File: config.mk
export PLATFORM = sky130hd
export DESIGN_NAME = nearest_perfect_square_top
export DESIGN_NICKNAME = d
export VERILOG_FILES = /design/src/design/nps_pkg.sv /design/src/design/nps_stage.sv /design/src/design/nearest_perfect_square_top.sv
export SDC_FILE = /design/constraint.sdc
export NUM_CORES = 1
export LEC_CHECK = 0
export BUFFER_PORTS_ARGS = -buffer_cell sky130_fd_sc_hd__buf_2
export CELL_PAD_IN_SITES_DETAIL_PLACEMENT = 2
export CELL_PAD_IN_SITES_GLOBAL_PLACEMENT = 2
export CORE_UTILIZATION = 46
export CTS_CLUSTER_DIAMETER = 50
export DETAILED_ROUTE_END_ITERATION = 8
export PLACE_DENSITY = 0.85
export SLEW_MARGIN = 20
export SYNTH_ARGS = -nofsm -noshare
export SYNTH_HDL_FRONTEND = slang
export SYNTH_SLANG_ARGS = --single-unit
File: constraint.sdc
create_clock -name clk_i -period 46.6 [get_ports clk_i]
set_clock_uncertainty 0.05 [all_clocks]
set_input_delay 11.65 -clock clk_i [delete_from_list [all_inputs] [get_ports clk_i]]
set_output_delay 11.65 -clock clk_i [all_outputs]
set_load 0.01 [all_outputs]
File: src/design/nps_pkg.sv
package nps_pkg;

  localparam int unsigned DefaultValueBits = 31;
  localparam int unsigned SquareBits       = 32;
  localparam int unsigned RootBits         = 16;

  typedef struct packed {
    logic valid;
    logic advance;
  } nps_ctrl_t;

endpackage

File: src/design/nps_stage.sv
module nps_stage #(
  parameter int unsigned W      = 32,
  parameter int unsigned BIT_POS = 0
) (
  input  logic                clk_i,
  input  logic                rst_ni,
  input  nps_pkg::nps_ctrl_t  ctrl_i,
  input  logic [W-1:0]        value_i,
  input  logic [W-1:0]        rem_i,
  input  logic [W-1:0]        res_i,
  output logic                valid_o,
  output logic [W-1:0]        value_o,
  output logic [W-1:0]        rem_o,
  output logic [W-1:0]        res_o
);

  localparam logic [W:0] Bit = (W+1)'(1) << BIT_POS;

  logic         valid_q;
  logic [W-1:0] value_q, rem_q, res_q;
  logic [W-1:0] rem_d, res_d;
  logic [W:0]   trial;
  logic         take;

  always_comb begin
    trial = {1'b0, res_i} + Bit;
    take  = ({1'b0, rem_i} >= trial);
    if (take) begin
      rem_d = rem_i - trial[W-1:0];
      res_d = (res_i >> 1) + Bit[W-1:0];
    end else begin
      rem_d = rem_i;
      res_d = res_i >> 1;
    end
  end

  always_ff @(posedge clk_i or negedge rst_ni) begin
    if (!rst_ni) begin
      valid_q <= 1'b0;
    end else if (ctrl_i.advance) begin
      valid_q <= ctrl_i.valid;
    end
  end

  always_ff @(posedge clk_i) begin
    if (ctrl_i.advance) begin
      value_q <= value_i;
      rem_q   <= rem_d;
      res_q   <= res_d;
    end
  end

  assign valid_o = valid_q;
  assign value_o = value_q;
  assign rem_o   = rem_q;
  assign res_o   = res_q;

endmodule

File: src/design/nearest_perfect_square_top.sv
// An accepted input beat passes through the root stages and the output register to
// become its result beat; the default width is 31 bits. One root bit is resolved
// per pipeline stage. Throughput: one beat per cycle while the output is not stalled.
// A stalled output register holds the whole pipeline in place.
// Reset is asynchronous and active low; it clears only the valid bits.
module nearest_perfect_square_top #(
  parameter int unsigned VALUE_BITS = nps_pkg::DefaultValueBits
) (
  input  logic                             clk_i,
  input  logic                             rst_ni,
  input  logic                             in_valid_i,
  output logic                             in_ready_o,
  input  logic [VALUE_BITS-1:0]            value_i,
  output logic                             out_valid_o,
  input  logic                             out_ready_i,
  output logic [nps_pkg::SquareBits-1:0]   square_o,
  output logic [nps_pkg::RootBits-1:0]     root_o
);

  localparam int unsigned RB  = (VALUE_BITS + 1) / 2;
  localparam int unsigned W   = 2 * RB;
  localparam int unsigned SQW = (W + 1 > nps_pkg::SquareBits) ? W + 1 : nps_pkg::SquareBits;
  localparam int unsigned RTW = (RB + 1 > nps_pkg::RootBits) ? RB + 1 : nps_pkg::RootBits;

  logic         advance;
  logic         valid_s [RB+1];
  logic [W-1:0] value_s [RB+1];
  logic [W-1:0] rem_s   [RB+1];
  logic [W-1:0] res_s   [RB+1];

  assign advance    = !out_valid_o || out_ready_i;
  assign in_ready_o = advance;

  assign valid_s[0] = in_valid_i;
  assign value_s[0] = W'(value_i);
  assign rem_s[0]   = W'(value_i);
  assign res_s[0]   = '0;

  for (genvar i = 0; i < RB; i++) begin : g_stage
    nps_pkg::nps_ctrl_t ctrl;
    assign ctrl.valid   = valid_s[i];
    assign ctrl.advance = advance;

    nps_stage #(
      .W      (W),
      .BIT_POS(2 * (RB - 1 - i))
    ) u_stage (
      .clk_i  (clk_i),
      .rst_ni (rst_ni),
      .ctrl_i (ctrl),
      .value_i(value_s[i]),
      .rem_i  (rem_s[i]),
      .res_i  (res_s[i]),
      .valid_o(valid_s[i+1]),
      .value_o(value_s[i+1]),
      .rem_o  (rem_s[i+1]),
      .res_o  (res_s[i+1])
    );
  end

  logic           out_valid_q;
  logic           round_up;
  logic [W:0]     root_rnd;
  logic [W:0]     square_rnd;
  logic [SQW-1:0] square_ext;
  logic [RTW-1:0] root_ext;
  logic [nps_pkg::SquareBits-1:0] square_d, square_q;
  logic [nps_pkg::RootBits-1:0]   root_d, root_q;

  always_comb begin
    round_up   = (rem_s[RB] > res_s[RB]);
    root_rnd   = {1'b0, res_s[RB]} + (W+1)'(round_up);
    square_rnd = {1'b0, value_s[RB] - rem_s[RB]};
    if (round_up) begin
      square_rnd = square_rnd + ({1'b0, res_s[RB]} << 1) + (W+1)'(1);
    end
    square_ext = SQW'(square_rnd);
    root_ext   = RTW'(root_rnd[RB:0]);
    square_d   = square_ext[nps_pkg::SquareBits-1:0];
    root_d     = root_ext[nps_pkg::RootBits-1:0];
  end

  always_ff @(posedge clk_i or negedge rst_ni) begin
    if (!rst_ni) begin
      out_valid_q <= 1'b0;
    end else if (advance) begin
      out_valid_q <= valid_s[RB];
    end
  end

  always_ff @(posedge clk_i) begin
    if (advance) begin
      square_q <= square_d;
      root_q   <= root_d;
    end
  end

  assign out_valid_o = out_valid_q;
  assign square_o    = square_q;
  assign root_o      = root_q;

endmodule

======== After elaboration in Yosys (flattened, before gate mapping) ========
Index checks and enable logic that the tools add are counted.
cells by class
  reduce and logical (&&, ||, !) cells .... 2
  magnitude comparators ................... 17
  mux-type cells .......................... 33
  add/subtract/negate cells ............... 50
operators by type and width
  operator                                                          number
  31-bit two-way mux                                                17
  32-bit two-way mux                                                16
  32-bit by 33-bit >= comparator with 1-bit output                  15
  32-bit subtractor                                                 15
  32-bit by 1-bit adder with 33-bit output, second input constant   1
  32-bit by 11-bit adder with 33-bit output, second input constant  1
  32-bit by 13-bit adder with 33-bit output, second input constant  1
  32-bit by 15-bit adder with 33-bit output, second input constant  1
  32-bit by 17-bit adder with 33-bit output, second input constant  1
  32-bit by 19-bit adder with 33-bit output, second input constant  1
  32-bit by 21-bit adder with 33-bit output, second input constant  1
  32-bit by 23-bit adder with 33-bit output, second input constant  1
  32-bit by 25-bit adder with 33-bit output, second input constant  1
  32-bit by 27-bit adder with 33-bit output, second input constant  1
  32-bit by 29-bit adder with 33-bit output, second input constant  1
  32-bit by 3-bit adder with 33-bit output, second input constant   1
  32-bit by 5-bit adder with 33-bit output, second input constant   1
  32-bit by 7-bit adder with 33-bit output, second input constant   1
  32-bit by 9-bit adder with 33-bit output, second input constant   1
  31-bit by 1-bit adder with 32-bit output, second input constant   1
  31-bit by 11-bit adder with 32-bit output, second input constant  1
  31-bit by 13-bit adder with 32-bit output, second input constant  1
  31-bit by 15-bit adder with 32-bit output, second input constant  1
  31-bit by 17-bit adder with 32-bit output, second input constant  1
  19 further kinds                                                  19
storage, ports and cells
  word-level logic and storage cells ...... 185
  output and inout port bits .............. 50
  register bits after elaboration ......... 1585
  bits of input ports ..................... 35

======== Logic depth before layout (Yosys ltp) ========
  word-level depth ........................ 4
  mapped depth ............................ 24
  mapped depth without buffers ............ 24

======== By module ========
Synthesis repeated with hierarchy kept, for this count alone.
second synthesis, totals
  cell total of the unflattened synthesis .. 9036
  area, all modules ....................... 98375.6 um^2
by module, submodules not included
  module                           area an instance (um^2)  cells each  instances  seq. area each (um^2)
  nps_stage (g_stage[14].u_stage)  6372.4                   593         1          2907.8
  nps_stage (g_stage[13].u_stage)  6304.8                   586         1          2907.8
  nearest_perfect_square_top       6256.0                   726         1          1466.4
  nps_stage (g_stage[15].u_stage)  6185.9                   591         1          2907.8
  nps_stage (g_stage[12].u_stage)  6123.4                   584         1          2907.8
  nps_stage (g_stage[11].u_stage)  5895.7                   565         1          2907.8
  nps_stage (g_stage[10].u_stage)  5795.6                   532         1          2907.8
  nps_stage (g_stage[8].u_stage)   5793.1                   536         1          2907.8
  nps_stage (g_stage[5].u_stage)   5786.8                   487         1          2907.8
  nps_stage (g_stage[9].u_stage)   5734.2                   526         1          2907.8
  nps_stage (g_stage[6].u_stage)   5619.1                   514         1          2907.8
  nps_stage (g_stage[7].u_stage)   5609.1                   522         1          2907.8
  nps_stage (g_stage[3].u_stage)   5560.3                   455         1          2907.8
  nps_stage (g_stage[0].u_stage)   5429.0                   425         1          2907.8
  +3 rows                          n/a                      n/a         n/a        n/a

======== Worst setup path after synthesis ========
Ideal clock, no wire load.
  kind .................................... input -> output
  start ................................... in out_ready_i
  end ..................................... out in_ready_o
  required time ........................... 34900 ps
  path buffers ............................ 2
  stages .................................. 4
  arrival time ............................ 30453 ps
  slack ................................... 4447 ps
  path through ............................ nor2b_1 clkbuf_1 buf_1 inv_1
between the ends
  longest elaborated chain between the ends .. 1
RTL lines
  element           line                              source
  start, declared   nearest_perfect_square_top.sv:15  input logic out_ready_i,
  1-bit logical OR  nearest_perfect_square_top.sv:31  assign advance = !out_valid_o || out_ready_i;
  end, declared     nearest_perfect_square_top.sv:12  output logic in_ready_o,
No other way between the ends.

======== Final worst setup path ========
Ends and elaborated chain as after synthesis.

==> impl_metrics.py <==
metrics = {
    "sta": {
        "slew_viol_final": 2,
        "final.setup.tns_ns": 0,
        "grt_setup_unrepaired": "no",
        "setup_viol": 0,
        "hold_violations": 0,
        "worst_pin_slew_ns": 1.84,
        "slew_headroom_pct": -23.7,
        "fin_crit_ns": 24.65,
        "period_share_pct": 52.9,
        "timing.fmax_mhz": 40.6,
    },
    "clock_network": {
        "clk_latency_ns": 0.74,
        "cts_buffers": 116,
        "clkTransAtPathRegs_ns": 0.06,
        "cts_tree": "yes",
        "postCtsSetupBuffers": 0,
        "cts_sinks": 969,
        "htree_levels": 3,
        "cts_buffer_depth": 3,
        "hold_buffers": 0,
        "cts_repair_resize_count": 0,
        "cts_root_buffer": "clkbuf_16",
    },
    "floorplan": {
        "rows": 112,
        "fp.dieW_um": 309,
        "core_area_um2": 93200,
        "start_util_pct": 46.4,
        "die_area_um2": 95300,
        "ioPinCount": 85,
        "die_h_um": 309,
    },
    "synth": {
        "netlist_area_um2": 43300,
        "ys_seq_area_share_pct": 67.1,
        "synth.avg_cell_area_um2": 13.7,
        "synthArstFlopShare_pct": 1.75,
        "synth_edf_count": 952,
        "ys_seq_elements": 969,
        "ys_warn_count": 0,
        "synth_flop_cell": "edfxtp_1",
        "synth_cell_type_count": 83,
        "synth_cells": 3155,
    },
    "setup_path": {
        "worstPathMaxFanout": 107,
        "cpMostUsedCell": "buf_2",
        "worstSetupStartpointType": "input pin",
        "critPathMaxStageDelay_ns": 0.55,
        "path_cells": "buf_2 > nor2b_1 > buf_4 > inv_8 > buf_2",
        "crit_type": "in2out",
        "crit_path_end_kind": "primary output",
        "crit_slowest_cell": "inv_8",
        "crit_family": "buffers and inverters",
        "r2r.worst_path.cells": 23,
        "startpoint": "out_ready_i",
        "cp_num_buf_inv": 4,
        "worstPathArrival_ns": 12.95,
        "r2r_start": "g_stage[15].u_stage.value_o[0]",
        "ff2ff_setup_slack_ns": 41.04,
        "cp.required_ns": 34.90,
        "r2r-end": "square_o[29]",
    },
    "detailed_routing": {
        "drt_iter0_drc": 3363,
        "wirelength_um": 186000,
        "antenna_left": 0,
        "wl_per_cell_um": 39.4,
        "vias": 30700,
        "drtPass1Iterations": 5,
        "post-route-drc-count": 0,
        "via_per_inst": 6.52,
    },
    "layout": {
        "final_cells": 4714,
        "drive_above_1_share_pct": 11.1,
        "post-route-util_pct": 53.0,
        "syn_to_final_growth_pct": 14.2,
        "finish.instance_area_um2": 49400,
        "final_nets": 3598,
    },
    "place": {
        "placed_area_um2": 45300,
        "port_buffers": 84,
        "gp_congestion": 0.892,
        "hpwl_um": 113000,
        "placedCellCount": 4478,
    },
    "run_status": {
        "violations": "capacitance limit, slew limit",
        "outcome": "complete, but fails checks",
    },
    "power": {
        "finalPower_mw": 4.75,
        "powerDensity_nw_per_um2": 96.1,
        "p_leak_nw": 19.1,
        "ir_drop_mv": 0.0491,
    },
    "global_route": {
        "grt_max_degree": 205,
        "grt_pass1_wl_um": 257000,
        "met2_usage_pct": 66.3,
        "globalRoute.busiestLayer": "met2",
        "overflow": 0,
        "grtUsageMet3_pct": 13.5,
        "antenna_found_initial": 34,
        "first_global_vias": 33500,
        "grt_util_all_layers_pct": 38.8,
        "met1_usage_pct": 35.8,
    },
    "worst_hold_path": {
        "hold_depth": 0,
        "hold_path_class": "reg2reg",
        "holdPathEnd": "g_stage[9].u_stage.value_o[16]",
        "min-delay-start": "g_stage[8].u_stage.value_o[16]",
    },
    "job": {
        "cap_violations": 1,
    },
}
-- how the worst max path moves through the flow --
stage / depth (start not counted) / end
floorplan: 4 / in_ready_o
detailed placement: 5 / in_ready_o
finish: 5 / in_ready_o
global placement: 5 / in_ready_o
global route: 5 / in_ready_o
CTS: 5 / in_ready_o
-- per-stage QoR --
step | worst slack (ns) | hold slack, ns
after CTS | 21.98 | 0.366
after global placement | 22.13 | 0.351
after detailed placement | 22.01 | 0.356
after floorplan | 4.45 | 0.350
final | 21.95 | 0.370
after global routing | 21.91 | 0.377
-- placed cells by master, fill, tap and decap left out, types with 8 or more instances in the layout --
cell | netlist | layout
a211oi_1 | 13 | 13
a21boi_0 | 8 | 8
a21o_1 | 57 | 57
a21oi_1 | 120 | 120
and3_1 | 24 | 24
buf_2 | 14 | 84
buf_4 | 0 | 19
bufinv_16 | 0 | 15
clkbuf_1 | 22 | 12
clkbuf_16 | 0 | 117
clkinv_1 | 0 | 15
clkinv_2 | 0 | 30
clkinvlp_4 | 0 | 9
dfrtp_1 | 17 | 17
diode_2 | 0 | 15
edfxtp_1 | 952 | 952
ha_1 | 215 | 215
inv_1 | 272 | 271
mux2_2 | 31 | 31
mux2i_1 | 8 | 8
nand2_1 | 220 | 220
nand2b_1 | 46 | 46
nand3_1 | 38 | 38
nand3b_1 | 9 | 9
nand4_1 | 43 | 43
nor2_1 | 167 | 167
nor2b_1 | 34 | 34
nor3_1 | 80 | 80
nor4_1 | 81 | 80
o21a_1 | 42 | 42
o21ai_0 | 139 | 139
o21ai_1 | 30 | 30
o21bai_1 | 14 | 14
o31ai_1 | 41 | 40
or3_1 | 24 | 24
or4_1 | 14 | 14
xnor2_1 | 147 | 144
xor2_1 | 115 | 113
-- logic make-up (layout without fill, tap and decap cells) --
| group | Yosys count | in the layout | synth area share, % |
|---|---|---|---|
| muxes | 39 | 39 | 0.992 |
| other | 1 | 17 | 0.00867 |
| adders and majority gates | 217 | 217 | 6.31 |
| AOI/OAI and AO/OA | 529 | 529 | 7.85 |
| buffers and inverters | 312 | 601 | 2.75 |
| xor gates and xnor gates | 265 | 265 | 5.42 |
| and+or+nand+nor | 823 | 823 | 9.61 |
| DFF | 969 | 969 | 67.1 |
-- power breakdown --
group,internal (mW),switching [mW]
Combinational,0.597,1.23
Clock,0.549,0.428
Sequential,1.52,0.430
Total,2.66,2.09
-- sequential cells by signal (all words and copies together), names as in the netlist --
signal                   cells
g_stage.u_stage.rem_o      512
g_stage.u_stage.res_o      136
g_stage.u_stage.valid_o     16
g_stage.u_stage.value_o    256
out_valid_o                  1
root_o                      16
square_o                    32
-- synthesized netlist by cell type, types with 5 or more instances --
library cell,count,area [um^2]
edfxtp_1,952,28600
inv_1,272,1020
nand2_1,220,826
ha_1,215,2690
nor2_1,167,627
xnor2_1,147,1290
o21ai_0,139,696
a21oi_1,120,601
xor2_1,115,1010
nor4_1,81,507
nor3_1,80,400
a21o_1,57,428
nand2b_1,46,288
nand4_1,43,269
o21a_1,42,315
o31ai_1,41,308
nand3_1,38,190
nor2b_1,34,213
mux2_2,31,349
o21ai_1,30,150
and3_1,24,150
or3_1,24,150
clkbuf_1,22,82.6
dfrtp_1,17,425
buf_2,14,70.1
o21bai_1,14,105
or4_1,14,105
a211oi_1,13,97.6
nand3b_1,9,67.6
a21boi_0,8,60.1
mux2i_1,8,80.1
or2_2,7,43.8
a31oi_1,6,37.5
a21oi_2,5,43.8
and2_1,5,31.3
nand4b_1,5,43.8
nor3_2,5,50.1
nor4b_1,5,43.8
o31a_1,5,43.8
-- worst register-to-register path: stages, from the launching register on --
cell      delay, ns
edfxtp_1       0.38
inv_1          0.09
ha_1           0.17
inv_1          0.05
fa_1           0.40
a21o_1         0.21
a221oi_2       0.47
and2b_1        0.24
o21a_1         0.19
o21ai_0        0.16
nand2b_1       0.08
a21oi_1        0.18
xnor2_1        0.17
ha_1           0.32
a21o_1         0.20
a21oi_1        0.14
nor2b_1        0.06
o21ai_0        0.23
a21oi_1        0.12
a211oi_1       0.37
and3b_1        0.31
nand4_1        0.20
nor2_1         0.12
xnor2_1        0.40
-- layer usage --
layer / share of wire, % / up-vias / wire length, um
met5: 0.077 / - / 143
met3: 7.8 / 1047 / 14500
met2: 50 / 1980 / 92400
met4: 11 / 24 / 21100
met1: 31 / 15600 / 57400
li1: - / 12100 / -
-- layout make-up --
cell class,count,area [um^2]
sequential,969,29000
tap,1254,1570
multi-input combinational,1875,13100
clock buffer,130,2990
inverter,275,1040
timing repair buffer,109,697
clock inverter,87,943
fill,8535,43800
antenna,15,37.5
No activity file was read; power rests on OpenSTA's default activity.
